**config.mk**
```make
export PLATFORM = sky130hd
export DESIGN_NAME = octal_escape_sanitizer_unit
export DESIGN_NICKNAME = d
export VERILOG_FILES = /design/src/hw/rtl/oes_pkg.sv /design/src/hw/rtl/oes_step.sv /design/src/hw/rtl/octal_escape_sanitizer_unit.sv
export SDC_FILE = /design/constraint.sdc
export NUM_CORES = 1
export LEC_CHECK = 0
export ABC_CLOCK_PERIOD_IN_PS = 5900
export BUFFER_PORTS_ARGS = -buffer_cell sky130_fd_sc_hd__buf_4
export CAP_MARGIN = 30
export CORE_MARGIN = 4
export CORE_UTILIZATION = 60
export CTS_CLUSTER_DIAMETER = 40
export DETAILED_ROUTE_END_ITERATION = 16
export GPL_ROUTABILITY_DRIVEN = 1
export GPL_TIMING_DRIVEN = 1
export PLACE_DENSITY = 0.77
export SETUP_SLACK_MARGIN = 0.3
export SLEW_MARGIN = 20
export SYNTH_ARGS = -nofsm -noshare
export SYNTH_HDL_FRONTEND = slang
export SYNTH_SLANG_ARGS = --single-unit
export TNS_END_PERCENT = 50
```
**constraint.sdc**
```tcl
create_clock -name clk -period 5.9 [get_ports clk]
set_input_delay 1.18 -clock clk [delete_from_list [all_inputs] [get_ports clk]]
set_output_delay 1.18 -clock clk [all_outputs]
set_load 0.02 [all_outputs]
```
**src/hw/rtl/oes_pkg.sv**
```systemverilog
// Shared types and constants for the octal escape sanitizer.
// Holds the word structs, character codes, hold-state codes and queue sizing.
// No dependencies.
package oes_pkg;

	// Character codes the scanner looks for.
	localparam logic [7:0] CH_BSLASH = 8'h5C;
	localparam logic [7:0] CH_SPACE  = 8'h20;
	localparam logic [7:0] CH_DIG0   = 8'h30;
	localparam logic [7:0] CH_DIG3   = 8'h33;
	localparam logic [7:0] CH_DIG7   = 8'h37;

	// What the scanner is holding between words.
	localparam logic [1:0] PEND_NONE = 2'd0;
	localparam logic [1:0] PEND_BS   = 2'd1;
	localparam logic [1:0] PEND_D1   = 2'd2;
	localparam logic [1:0] PEND_D2   = 2'd3;

	// One input word may release up to four output words.
	localparam int BurstMax = 4;
	localparam int BurstCw  = 3;

	// Output queue sizing.
	localparam int FifoDepth = 8;
	localparam int FifoAw    = 3;
	localparam int FifoCw    = 4;

	typedef struct packed {
		logic [7:0] in_byte;
		logic       in_last;
	} in_word_t;

	typedef struct packed {
		logic [7:0] out_byte;
		logic       out_last;
	} out_word_t;

	// Words released by one input word, in order, and how many are valid.
	typedef struct packed {
		logic [BurstCw-1:0]           cnt;
		out_word_t [BurstMax-1:0]     words;
	} burst_t;

endpackage

```
**src/hw/rtl/oes_step.sv**
```systemverilog
// Combinational scan step of the octal escape sanitizer.
// Given the held state and one input word, produces the released words
// and the next held state. Depends on oes_pkg.
module oes_step import oes_pkg::*; (
	input  logic [1:0] pend,
	input  logic [7:0] held0,
	input  logic [7:0] held1,
	input  in_word_t   word,
	output logic [1:0] pend_nxt,
	output logic [7:0] held0_nxt,
	output logic [7:0] held1_nxt,
	output burst_t     burst
);

	logic               is_bs;
	logic               d03;
	logic               d07;
	logic               last;
	logic [7:0]         b;
	logic               do_fresh;
	logic [BurstCw-1:0] n;

	assign b     = word.in_byte;
	assign last  = word.in_last;
	assign is_bs = (b == CH_BSLASH);
	assign d03   = (b >= CH_DIG0) && (b <= CH_DIG3);
	assign d07   = (b >= CH_DIG0) && (b <= CH_DIG7);

	// Decide what the held bytes become, then examine the current byte afresh
	// when the held escape was rejected.
	always_comb begin
		burst     = '0;
		pend_nxt  = pend;
		held0_nxt = held0;
		held1_nxt = held1;
		do_fresh  = 1'b0;
		n         = '0;
		case (pend)
			PEND_NONE: begin
				do_fresh = 1'b1;
			end
			PEND_BS: begin
				if (is_bs) begin
					burst.words[0].out_byte = CH_BSLASH;
					burst.words[1].out_byte = CH_BSLASH;
					n        = 3'd2;
					pend_nxt = PEND_NONE;
				end else if (d03 && !last) begin
					held0_nxt = b;
					pend_nxt  = PEND_D1;
				end else begin
					burst.words[0].out_byte = CH_SPACE;
					n        = 3'd1;
					pend_nxt = PEND_NONE;
					do_fresh = 1'b1;
				end
			end
			PEND_D1: begin
				if (d07 && !last) begin
					held1_nxt = b;
					pend_nxt  = PEND_D2;
				end else begin
					burst.words[0].out_byte = CH_SPACE;
					burst.words[1].out_byte = held0;
					n        = 3'd2;
					pend_nxt = PEND_NONE;
					do_fresh = 1'b1;
				end
			end
			default: begin
				pend_nxt = PEND_NONE;
				if (d07) begin
					burst.words[0].out_byte = CH_BSLASH;
					burst.words[1].out_byte = held0;
					burst.words[2].out_byte = held1;
					burst.words[3].out_byte = b;
					n = 3'd4;
				end else begin
					burst.words[0].out_byte = CH_SPACE;
					burst.words[1].out_byte = held0;
					burst.words[2].out_byte = held1;
					n        = 3'd3;
					do_fresh = 1'b1;
				end
			end
		endcase

		// A fresh backslash is held unless it ends the string, where it
		// turns into a space; any other byte passes unchanged.
		if (do_fresh) begin
			if (is_bs && !last) begin
				pend_nxt = PEND_BS;
			end else begin
				burst.words[n[1:0]].out_byte = is_bs ? CH_SPACE : b;
				n = n + 3'd1;
			end
		end

		// The final released word of the string carries the end mark.
		for (int i = 0; i < BurstMax; i++) begin
			burst.words[i].out_last = last && ((BurstCw'(i) + 3'd1) == n);
		end
		burst.cnt = n;
	end

endmodule

```
**src/hw/rtl/octal_escape_sanitizer_unit.sv**
```systemverilog
// Octal escape sanitizer: replaces backslashes that start no valid escape.
// One input register stage, one scan step and an eight-word output queue.
// Uses the input channel src_* and the output channel dst_*.
//
// Each input word carries one byte and a flag on the final byte of a string.
// Output words come out in order; a backslash that is followed neither by a
// second backslash nor by three octal digits (first 0-3) becomes a space.
// A backslash and up to two digits are held until the escape is decided, so
// one input word releases zero to four output words.
//
// An input word is taken at each edge with src_valid high and src_stall low.
// It is registered in the input register, and when the stage advances its
// released words enter the output queue, the first of them showing on dst_*
// at once if the queue was empty. The queue drains one word per cycle while
// dst_stall is low, and an input word can be taken every cycle while src_stall
// is low. Held bytes plus queued words never exceed four while the receiver
// keeps dst_stall low, so the input then never stalls; src_stall rises only
// when dst_stall has let the queue fill past four words, and it falls as the
// queue drains. Reset empties the queue and clears the input valid flag and
// the held escape state; the block takes words as soon as reset is released.
module octal_escape_sanitizer_unit import oes_pkg::*; (
	input  logic      clk,
	input  logic      arst_n,
	input  logic      src_valid,
	output logic      src_stall,
	input  in_word_t  src_word,
	output logic      dst_valid,
	input  logic      dst_stall,
	output out_word_t dst_word
);

	logic                 vld_s1;
	in_word_t             word_s1;
	logic [1:0]           pend_q;
	logic [7:0]           held0_q;
	logic [7:0]           held1_q;
	logic [1:0]           pend_nxt;
	logic [7:0]           held0_nxt;
	logic [7:0]           held1_nxt;
	burst_t               burst;
	out_word_t            fifo_q [FifoDepth];
	logic [FifoAw-1:0]    wr_ptr_q;
	logic [FifoAw-1:0]    rd_ptr_q;
	logic [FifoCw-1:0]    cnt_q;
	logic                 adv;
	logic                 pop;
	logic [BurstCw-1:0]   push_cnt;

	// The stage word moves into the queue once room for a full burst exists.
	assign adv       = vld_s1 && (cnt_q <= FifoCw'(FifoDepth - BurstMax));
	assign src_stall = vld_s1 && !adv;
	assign pop       = dst_valid && !dst_stall;
	assign push_cnt  = adv ? burst.cnt : '0;

	// Input register.
	always_ff @(posedge clk or negedge arst_n) begin
		if (!arst_n) begin
			vld_s1 <= 1'b0;
		end else if (!src_stall) begin
			vld_s1 <= src_valid;
		end
	end

	always_ff @(posedge clk) begin
		if (!src_stall) begin
			word_s1 <= src_word;
		end
	end

	oes_step u_step (
		.pend      (pend_q),
		.held0     (held0_q),
		.held1     (held1_q),
		.word      (word_s1),
		.pend_nxt  (pend_nxt),
		.held0_nxt (held0_nxt),
		.held1_nxt (held1_nxt),
		.burst     (burst)
	);

	// Held escape state.
	always_ff @(posedge clk or negedge arst_n) begin
		if (!arst_n) begin
			pend_q <= PEND_NONE;
		end else if (adv) begin
			pend_q <= pend_nxt;
		end
	end

	always_ff @(posedge clk) begin
		if (adv) begin
			held0_q <= held0_nxt;
			held1_q <= held1_nxt;
		end
	end

	// Output queue storage: up to four words written per cycle.
	always_ff @(posedge clk) begin
		for (int i = 0; i < BurstMax; i++) begin
			if (BurstCw'(i) < push_cnt) begin
				fifo_q[wr_ptr_q + FifoAw'(i)] <= burst.words[i];
			end
		end
	end

	// Output queue pointers and fill count.
	always_ff @(posedge clk or negedge arst_n) begin
		if (!arst_n) begin
			wr_ptr_q <= '0;
			rd_ptr_q <= '0;
			cnt_q    <= '0;
		end else begin
			wr_ptr_q <= wr_ptr_q + FifoAw'(push_cnt);
			rd_ptr_q <= rd_ptr_q + FifoAw'(pop);
			cnt_q    <= cnt_q + FifoCw'(push_cnt) - FifoCw'(pop);
		end
	end

	assign dst_valid = (cnt_q != '0);
	assign dst_word  = fifo_q[rd_ptr_q];

endmodule

```
### Word level (Yosys, flattened, before mapping)

Memory sizes are Yosys's and may differ from the RTL's.
Cells that the tools add are included.

* word-level logic and storage cells: 101
* memories kept: 1
* RAM bits: 72
* input port bits: 13
* register bits: 38

Memory list
* fifo_q: depth 8, width 9, read ports 1, clocked after memory_dff 0, write ports 4, RTL line octal_escape_sanitizer_unit.sv:41 `out_word_t fifo_q [FifoDepth];`

* reductions and logical operators: 21
* order comparisons: 10
* bitwise logic cells: 1
* equal/unequal tests: 7
* $add $sub $neg: 8
* mux-type cells: 44

Operators by type and width (count)
* 36-bit 2-to-1 mux: 2
* 8-bit 2-to-1 mux: 6
* 8-bit one-hot mux with 3 select lines: 2
* 36-bit bitwise mux: 1
* 9-bit demux with 2-bit select: 1
* 8-bit by 6-bit less-or-equal comparator with 1-bit output (second input constant): 2
* 3-bit 2-to-1 mux: 5
* 7-bit 2-to-1 mux: 2
* 1-bit logical AND: 13
* 1-bit 2-to-1 mux: 13
* 2-bit 2-to-1 mux: 6
* 6-bit 2-to-1 mux: 2
* 9-bit 2-to-1 mux: 1
* 3-bit one-hot mux with 3 select lines: 1
* 8-bit by 7-bit equality test with 1-bit output (second input constant): 1
* 8-bit by 6-bit >= comparator with 1-bit output (second input constant): 1
* 3-bit by 1-bit adder with 3-bit output (second input constant): 2
* 3-bit by 2-bit adder with 3-bit output (second input constant): 2
* 2-bit by 3-bit equality test with 1-bit output (first input constant): 2
* 1-bit by 3-bit < comparator with 1-bit output (first input constant): 2
* 2-bit by 3-bit < comparator with 1-bit output (first input constant): 2
* 2-bit one-hot mux with 3 select lines: 1
* 4-bit by 3-bit adder with 4-bit output: 1
* 4-bit by 3-bit less-or-equal comparator with 1-bit output (second input constant): 1
* other kinds (17): 19

### Logic depth before layout (Yosys ltp)

Gate-level depths: netlist of run 1.

* depth in word-level cells: 13
* mapped depth: 18
* gate-level depth less buffers: 16

### Cells and area by module

From an unflattened synthesis of run 1, not the netlist that was laid out.

* cells, all modules: 879
* area, all modules: 8270.4 um^2

By module, submodules not included
* octal_escape_sanitizer_unit: cells each 725, sequential area each 3238.1 um^2, instances 1, area an instance 7287.0 um^2
* oes_step: cells each 154, sequential area each 0.0 um^2, instances 1, area an instance 983.4 um^2

### Least setup slack after synthesis of run 1

Ideal clock, no wire load.

* path kind: register to register
* start: register word_s1[8] in the netlist's numbering
* end: memory fifo_q[6][0] in the netlist's numbering, enable pin
* buffers on the path: 3
* library setup time: 387 ps
* data arrival time: 3433 ps
* setup slack: 2080 ps
* stages on the path, launching flop included: 16
* clock period less this slack: 3820 ps
* cells stage by stage: edfxtp_1 -> nor3b_4 -> nand3_1 -> o21a_1 -> clkbuf_1 -> o21ai_0 -> o21ai_0 -> ha_1 -> inv_1 -> a32o_2 -> buf_6 -> nor2_4 -> nor4_2 -> buf_4 -> nor2_1 -> o21ai_0

RTL lines
* start, declared: RTL line octal_escape_sanitizer_unit.sv:33 `in_word_t word_s1;`
* start signal, assigned: RTL line octal_escape_sanitizer_unit.sv:66 `word_s1 <= src_word;`
* end, declared: RTL line octal_escape_sanitizer_unit.sv:41

==> impl_metrics.tcl, run 1 <==
set metrics [dict create \
    outcome "complete, no violations" \
    drt-initial-drc-count 852 \
    ys_ff_latch 110 \
    whs_ns 0.5360 \
    cts_resized 0 \
    async_reset_ff_frac 0.1182 \
    worst_r2r_startpoint "word_s1[8]" \
    fill_cells 941 \
    ant_nets 0 \
    setup.worst_path.start "word_s1[8]" \
    min_period_ns 4.473 \
    coreArea_mm2 0.01216 \
    dp.cells 831 \
    start_util 0.6219 \
    slew_violations 0 \
    post-route-drc-count 0 \
    synth_fp_nets 702 \
    synth-main-ff-cell "edfxtp_1" \
    crit_chain "nand4bb_1 > nor2_2 > nand2_1 > o21ai_0 > ha_1 > a21boi_2 > a22oi_2 > or3_1 > nor2_1 > nor2_1 > o211ai_1" \
    core.rowCount 40 \
    portBuffers 23 \
    grt_pass1_vias 5958 \
    hold_buffers 0 \
    p_per_area_mw_per_mm2 414.6 \
    numCtsBuffers 9 \
    synthTopCellsByArea "edfxtp_1 (39%), mux2i_1 (8.7%), mux4_2 (5.4%)" \
    path_max_fanout 11 \
    synth_common_cells "edfxtp_1 (97), nand2_1 (70), mux2i_1 (66), o221ai_1 (38), nor2_1 (34)" \
    numClockSinks 110 \
    hpwl_um 17320 \
    cts_tree "done" \
    worstSetupEndpointType "flop" \
    path_buf_inv 0 \
    final_nets 708 \
    required_ns 5.91 \
    seqCellArea_mm2 0.003238 \
    worst_slew_pin_slew_ns 0.9932 \
    grt-ovfl-total 0 \
    synth_warnings 0 \
    grt_max_degree 21 \
    setup-violations-final 0 \
    irDropWorstVdd_v 0.0003465 \
    cts_buffer_depth 2 \
    grt_pass1_wl_um 37140 \
    die_h_um 120.3 \
    yosysTopAreaCellShare 0.3851 \
    final_hold_viol_count 0 \
    layout-drive-gt1-share 0.1991 \
    die_x_um 120.3 \
    avgSynthCellArea_um2 11.26 \
    critical-path-max-stage-delay_ns 0.59 \
    crit_family "simple AND/OR/NAND/NOR gates" \
    setup.worst_path.class "reg2reg" \
    synth_edf_count 97 \
    timing.final.crit_share 0.7581 \
    wire_per_inst_um 28.70 \
    antenna_found_initial 0 \
    cap_violations 0 \
    grt_usage 0.3474 \
    vias 6239 \
    place_congestion 1.069 \
    multi_input_area_mm2 0.004018 \
    final_cell_count_no_fill 851 \
    drt-pass1-iter-count 5 \
    worstSkewPairLatency_ns 0.37 \
    syn_to_final_growth_pct 7.610 \
    cts_setup_buffers 0 \
    clockRootBuffer "clkbuf_16" \
    relSlewSlack 0.3291 \
    timing.fmax_mhz 223.6 \
    insertedDiodeCount 0 \
    wl_um 24430 \
    pin_count 24 \
    h-tree-depth 3 \
    clk_pin_slew_worst_paths_ns 0.08 \
    cp-start-kind "flop" \
    synth_area_mm2 0.007564 \
    finalClockSkew_ns 0.009313 \
    syn_inst 672 \
    dieArea_mm2 0.01447 \
    yosys.area.top_type "edfxtp_1" \
    fin_tns_setup_ns 0 \
    final_util 0.6692 \
    p_leak_nw 2.804 \
    rsz0062_at_grt "false" \
    seq_area_frac_synth 0.4281 \
    cp_common_cell "nor2_1" \
    arrival_ns 4.48 \
    ys_types 86 \
    hold_path_class "reg2reg" \
    min-delay-start "cnt_q[0]" \
    via_per_inst 7.331 \
    yosysMostFrequentCell "edfxtp_1" \
    critPathSlowestCell "nor2_1" \
]
[worst reg2reg max path: stages (launching register included)]
cell	delay, ns
edfxtp_1	0.57
nand4bb_1	0.36
nor2_2	0.32
nand2_1	0.11
o21ai_0	0.35
ha_1	0.26
a21boi_2	0.28
a22oi_2	0.17
or3_1	0.55
nor2_1	0.59
nor2_1	0.15
o211ai_1	0.40
[metrics by stage]
step	power, mW	worst slack, ns	instance area (um2)
detailed placement	2.741	1.537	7820
CTS	3.343	1.530	8109
global placement	2.712	1.705	7807
floorplan	2.237	2.080	7564
finish	3.375	1.427	8139
global route	3.545	1.151	8139
[layout make-up]
cell class | instances | area share
inverters | 21 | 0.009685
flip-flops and latches | 110 | 0.3978
well taps | 168 | 0.02583
multi-input cells | 495 | 0.4936
clock buffers | 9 | 0.02767
repair buffers | 41 | 0.03751
clock inverters | 7 | 0.007840
[layer usage]
metal | GRT usage | up-vias | part of all wire
met5 | 0 | - | 0
li1 | - | 2671 | -
met4 | 0.1990 | 0 | 0.064
met3 | 0.08138 | 118 | 0.12
met1 | 0.4668 | 2982 | 0.37
met2 | 0.5181 | 468 | 0.44
[sequential cells by signal, summed over array words and instances (netlist names)]
register / count
fifo_q: 72
held0_q: 8
held1_q: 8
rd_ptr_q: 3
cnt_q: 4
pend_q: 2
wr_ptr_q: 3
vld_s1: 1
word_s1: 9
[cell families after synthesis]
family,Yosys count,share of synthesized area
buffers and inverters,67,0.04152
xor gates and xnor gates,8,0.009264
muxes,96,0.1588
adders and majority gates,17,0.03011
DFF,110,0.4281
and+or+nand+nor,203,0.1477
AOI/OAI and AO/OA,171,0.1845
[power by group]
group          internal (mW)  switching, mW  total [mW]
clock                  0.297          0.311       0.609
sequential              1.08          0.216        1.29
combinational          0.606          0.867        1.47
total                   1.98           1.39        3.37
[cells in the final DEF, fill, tap and decap left out, drive strengths merged, types with 4 or more instances in the layout]
cell type / count
ha: 15
a22oi: 10
a31oi: 7
nand2: 71
nand2b: 6
o22ai: 9
nor2b: 4
nor2: 40
dfrtp: 13
clkbuf: 10
nand3: 11
and2: 12
mux4: 18
a2111oi: 4
nand4: 7
buf: 40
inv: 25
a221oi: 16
and3: 10
nor3: 10
o221ai: 38
a21boi: 4
o31ai: 4
xnor2: 5
or3: 9
mux2: 12
a2bb2oi: 7
o21ai: 39
mux2i: 66
a21oi: 15
o211ai: 4
nor4: 6
edfxtp: 97
nor3b: 4
[final timing paths]
check | slack (ns) | endpoint | depth (start not counted)
worst max register to register | 1.43 | fifo_q[2][4] | 11
max in group asynchronous | 5.09 | rd_ptr_q[1] | 1
worst max-delay path | 1.43 | fifo_q[2][4] | 11
worst min-delay path | 0.54 | cnt_q[0] | 1
worst min register to register | 0.54 | cnt_q[0] | 1
min in group asynchronous | 0.64 | cnt_q[0] | 1
Note: power is estimated with default switching activity, not from simulation.
==> inputs of run 2 (changes only) <==
Settings changed: ABC_CLOCK_PERIOD_IN_PS 5900 to 4700.
Clock period 5.9 ns to 4.7 ns, I/O delays scaled along.
==> run 2 against run 1 <==
Against the previous run: core utilization is 1.0 points higher; setup slack worse by 0.87 ns; clock-buffer cell count is 4 higher; routed wire length is 5.5% lower; largest power group unchanged; highest routed layer unchanged.
==> impl_metrics.tcl, run 2 (same netlist as run 1, synthesis figures left out) <==
set metrics [dict create \
    outcome "complete, no violations" \
    numClockSinks 110 \
    cap_violations 0 \
    syn_to_final_growth_pct 9.247 \
    setup.worst_path.start "word_s1[8]" \
    wl_um 23080 \
    arrival_ns 4.21 \
    min_period_ns 4.139 \
    grt_pass1_wl_um 35780 \
    setup.worst_path.class "reg2reg" \
    vias 6257 \
    top_regs "fifo_q x72, word_s1 x9" \
    worst_r2r_startpoint "word_s1[8]" \
    p_leak_nw 2.887 \
    die_h_um 120.3 \
    place_congestion 1.068 \
    cts_tree "done" \
    largest_register "fifo_q" \
    busiest_layer "met2" \
    fill_cells 870 \
    required_ns 4.77 \
    start_util 0.6219 \
    path_max_fanout 12 \
    final_util 0.6794 \
    irDropWorstVdd_v 0.0005051 \
    grt-ovfl-total 0 \
    relSlewSlack 0.3282 \
    slew_violations 0 \
    worstSkewPairLatency_ns 0.37 \
    worst_slew_pin_slew_ns 1.008 \
    core.rowCount 40 \
    wire_per_inst_um 26.59 \
    portBuffers 23 \
    antenna_found_initial 0 \
    coreArea_mm2 0.01216 \
    place_area_mm2 0.007943 \
    clk_pin_slew_worst_paths_ns 0.07 \
    p_per_area_mw_per_mm2 508.3 \
    whs_ns 0.4015 \
    pin_count 24 \
    timing.final.crit_share 0.8807 \
    h-tree-depth 3 \
    clockRootBuffer "clkbuf_16" \
    met2_usage 0.5026 \
    rsz0062_at_grt "true" \
    grt_max_degree 20 \
    via_per_inst 7.209 \
    final_nets 725 \
    drt-pass1-iter-count 6 \
    grt_pass1_vias 5975 \
    insertedDiodeCount 0 \
    finalClockSkew_ns 0.009520 \
    largest_reg_flops 72 \
    hpwl_um 16980 \
    cts_buffer_depth 2 \
    r2r_cells 12 \
    numCtsBuffers 9 \
    cp-start-kind "flop" \
    gr-usage-met3 0.07484 \
    ant_nets 0 \
    final_cell_mix "edfxtp_1 (97), nand2_1 (70), mux2i_1 (66), buf_4 (57), o221ai_1 (38)" \
    hold_buffers 0 \
    p_total_mw 4.200 \
    post-route-drc-count 0 \
    setup-violations-final 0 \
    drt-initial-drc-count 895 \
    timing.fmax_mhz 241.6 \
    grt_usage 0.3280 \
    multi_input_area_mm2 0.004029 \
    hold_path_class "in2async" \
    die_x_um 120.3 \
    layout-drive-gt1-share 0.2186 \
    grt_use_met1 0.4564 \
    seqCellArea_mm2 0.003238 \
    dieArea_mm2 0.01447 \
    design_area_mm2 0.008263 \
    worstSetupEndpointType "flop" \
    fin_tns_setup_ns 0 \
    layout_commonest_cell "edfxtp_1" \
    final_hold_viol_count 0 \
]
==> run 2: worst max-delay path, stage by stage (launching register included) <==
cell,delay (ns)
edfxtp_1,0.54
nor3b_4,0.35
nand3_1,0.20
o21a_1,0.31
o21ai_0,0.11
o21ai_0,0.17
ha_1,0.34
inv_1,0.04
a32o_2,0.35
and3_1,0.33
o21ai_4,0.31
o21ai_2,0.20
or3_1,0.58
==> run 2: stage by stage <==
stage | setup WS, ns | std cells
finish | 0.5607 | 868
CTS | 0.4729 | 863
global placement | 0.6006 | 847
global route | 0.2765 | 868
floorplan | 0.8796 | 672
detailed placement | 0.4985 | 847
==> run 2: metal layers <==
metal | wire [um] | part of all wire
met5 | 0 | 0
met4 | 1018 | 0.044
met3 | 2615 | 0.11
met2 | 10490 | 0.45
met1 | 8955 | 0.39
==> run 2: repair_timing <==
action	in CTS	in global routing
buffers inserted	0	3
endpoints found under the setup margin	0	47
resized for setup	0	3
==> run 2: final timing paths <==
check,endpoint,slack [ns]
setup reg to reg,fifo_q[0][4],0.56
min in group clk,rd_ptr_q[0],0.51
hold reg to reg,rd_ptr_q[0],0.51
max in group asynchronous,rd_ptr_q[1],4.13
hold / removal,wr_ptr_q[1],0.40
setup / recovery,fifo_q[0][4],0.56
==> run 2: cell type report <==
| cell class | count | share of cell area |
|---|---|---|
| Multi-Input combinational cell | 495 | 0.4876 |
| Tap cell | 168 | 0.02544 |
| Clock buffer | 13 | 0.03028 |
| Sequential cell | 110 | 0.3919 |
| Timing Repair Buffer | 58 | 0.05270 |
| Inverter | 21 | 0.009540 |
| Clock inverter | 3 | 0.002574 |
==> run 2: report_power, final <==
part           internal [mW]  total, mW  switching [mW]
combinational          0.794       1.91            1.12
sequential              1.35       1.56           0.205
clock                  0.376      0.734           0.358
==> inputs of run 3 (changes only) <==
Settings changed: BUFFER_PORTS_ARGS -buffer_cell sky130_fd_sc_hd__buf_4 to default, DONT_BUFFER_PORTS from default to 1, MAX_ROUTING_LAYER from default to met4, PLACE_DENSITY 0.77 to 0.76.
==> run 3 against run 2 <==
Against the previous run: sequential power about the same; maximum frequency decreased by 1.3%; setup slack got worse by 0.055 ns; hold slack got worse by 0.14 ns; clock-buffer cell count decreased by 2; power about the same; first-iteration DRC count increased by 5.1%; clock power increased by 13%.
==> impl_metrics.tcl, run 3 (same netlist as run 1, synthesis figures left out) <==
set metrics [dict create \
    place_congestion 1.049 \
    final_cell_count_no_fill 845 \
    worst_r2r_startpoint "word_s1[8]" \
    grt_pass1_vias 6097 \
    grt_usage 0.3415 \
    dieArea_mm2 0.01447 \
    dp.cells 827 \
    place_area_mm2 0.007790 \
    clockRootBuffer "clkbuf_16" \
    finalClockSkew_ns 0.01317 \
    rsz0062_at_grt "true" \
    timing.final.crit_share 0.8924 \
    setup.worst_path.class "reg2reg" \
    rrSetupSlack_ns 0.51 \
    grt-ovfl-total 0 \
    grt_pass1_wl_um 36250 \
    seqCellArea_mm2 0.003238 \
    fill_cells 916 \
    design_area_mm2 0.008133 \
    coreArea_mm2 0.01216 \
    worstSetupEndpointType "flop" \
    p_per_area_mw_per_mm2 516.3 \
    cts_buffer_depth 2 \
    timing.fmax_mhz 238.4 \
    clk_pin_slew_worst_paths_ns 0.07 \
    multi_input_area_mm2 0.004031 \
    numCtsBuffers 9 \
    r2r-end "fifo_q[0][8]" \
    syn_to_final_growth_pct 7.527 \
    ant_nets 0 \
    core.rowCount 40 \
    arrival_ns 4.25 \
    top_regs "fifo_q x72, word_s1 x9" \
    h-tree-depth 3 \
    drt-initial-drc-count 941 \
    worst_slew_pin_slew_ns 0.9604 \
    outcome "complete, no violations" \
    worstSkewPairLatency_ns 0.37 \
    r2r_cells 12 \
    die_h_um 120.3 \
    required_ns 4.75 \
    drt-pass1-iter-count 6 \
    layout-drive-gt1-share 0.1920 \
    antenna_found_initial 0 \
    min_period_ns 4.194 \
    setup-violations-final 0 \
    fin_tns_setup_ns 0 \
    layout_commonest_cell "edfxtp_1" \
    insertedDiodeCount 0 \
    vias 6277 \
    via_per_inst 7.428 \
    largest_register "fifo_q" \
    wire_per_inst_um 28.08 \
    final_cell_mix "edfxtp_1 (97), nand2_1 (70), mux2i_1 (66), o221ai_1 (38)" \
    cap_violations 0 \
    relSlewSlack 0.3530 \
    pin_count 24 \
    whs_ns 0.2662 \
    irDropWorstVdd_v 0.0004904 \
    largest_reg_flops 72 \
    numClockSinks 110 \
    p_leak_nw 2.795 \
    cp-start-kind "flop" \
    slew_violations 0 \
    grt_max_degree 20 \
    portBuffers 0 \
    cts_tree "done" \
    post-route-drc-count 0 \
    path_max_fanout 12 \
    die_x_um 120.3 \
    wl_um 23730 \
    start_util 0.6219 \
    final_nets 702 \
    final_hold_viol_count 0 \
    hold_path_class "in2async" \
    hpwl_um 16950 \
    hold_buffers 0 \
]
## run 3: changes by cell type in the layout (fill, tap and decap cells not counted), sizes merged
| cell | previous run | this run |
|---|---|---|
| clkbuf | 14 | 11 |
| buf | 57 | 35 |
| bufinv | 0 | 2 |
## run 3: cell type report
cell class,count,share of cell area
Multi-Input combinational cell,495,0.4957
Sequential cell,110,0.3982
Timing Repair Buffer,35,0.03200
Clock buffer,11,0.02862
Tap cell,168,0.02585
Clock inverter,5,0.01000
Inverter,21,0.009692
## run 3: critical path, cell delays in order (launching register included)
cell      delay [ns]
edfxtp_1        0.56
nor3b_4         0.37
nand3_1         0.20
o21a_1          0.31
o21ai_0         0.11
o21ai_1         0.14
ha_1            0.33
inv_1           0.04
a32o_2          0.36
and3_1          0.33
o21ai_4         0.33
o21ai_2         0.19
or3_1           0.59
## run 3: worst max path at each step
| stage | from | to | slack (ns) | depth (start not counted) |
|---|---|---|---|---|
| 4_1_cts | word_s1[8] | fifo_q[4][1] | 0.47 | 10 |
| 2_1_floorplan | word_s1[8] | fifo_q[6][0] | 0.88 | 15 |
| 3_5_place_dp | word_s1[8] | fifo_q[4][8] | 0.48 | 10 |
| 3_3_place_gp | word_s1[8] | fifo_q[4][5] | 0.64 | 11 |
| 6_report | word_s1[8] | fifo_q[0][8] | 0.51 | 12 |
| 5_1_grt | word_s1[4] | fifo_q[0][2] | 0.28 | 12 |
## run 3: routing by layer
metal  track usage  wire length [um]  vias up  part of all wire
li1              -                 -     2652                 -
met1        0.4531              9135     3032              0.38
met2        0.5234             10890      502              0.46
met3       0.07250              2700       91              0.11
met4        0.1282              1005        0             0.042
met5             -                 0        -                 0
## run 3: what timing repair did
item,in CTS,in global routing
endpoints found under the setup margin,0,60
setup buffers,0,1
gates resized for setup,0,4
## run 3: power by group
part | total [mW] | switching, mW | internal (mW)
combinational | 1.80 | 1.10 | 0.703
sequential | 1.57 | 0.214 | 1.35
clock | 0.833 | 0.364 | 0.469
total | 4.20 | 1.67 | 2.52
## run 3: per-stage QoR
stage	util	total power, mW	setup WS (ns)
final	0.6687	4.199	0.5058
after global routing	0.6687	4.374	0.2759
after CTS	0.6664	4.147	0.4728
after detailed placement	0.6405	3.333	0.4844
after global placement	0.6395	3.264	0.6393
after floorplan	-	2.808	0.8796
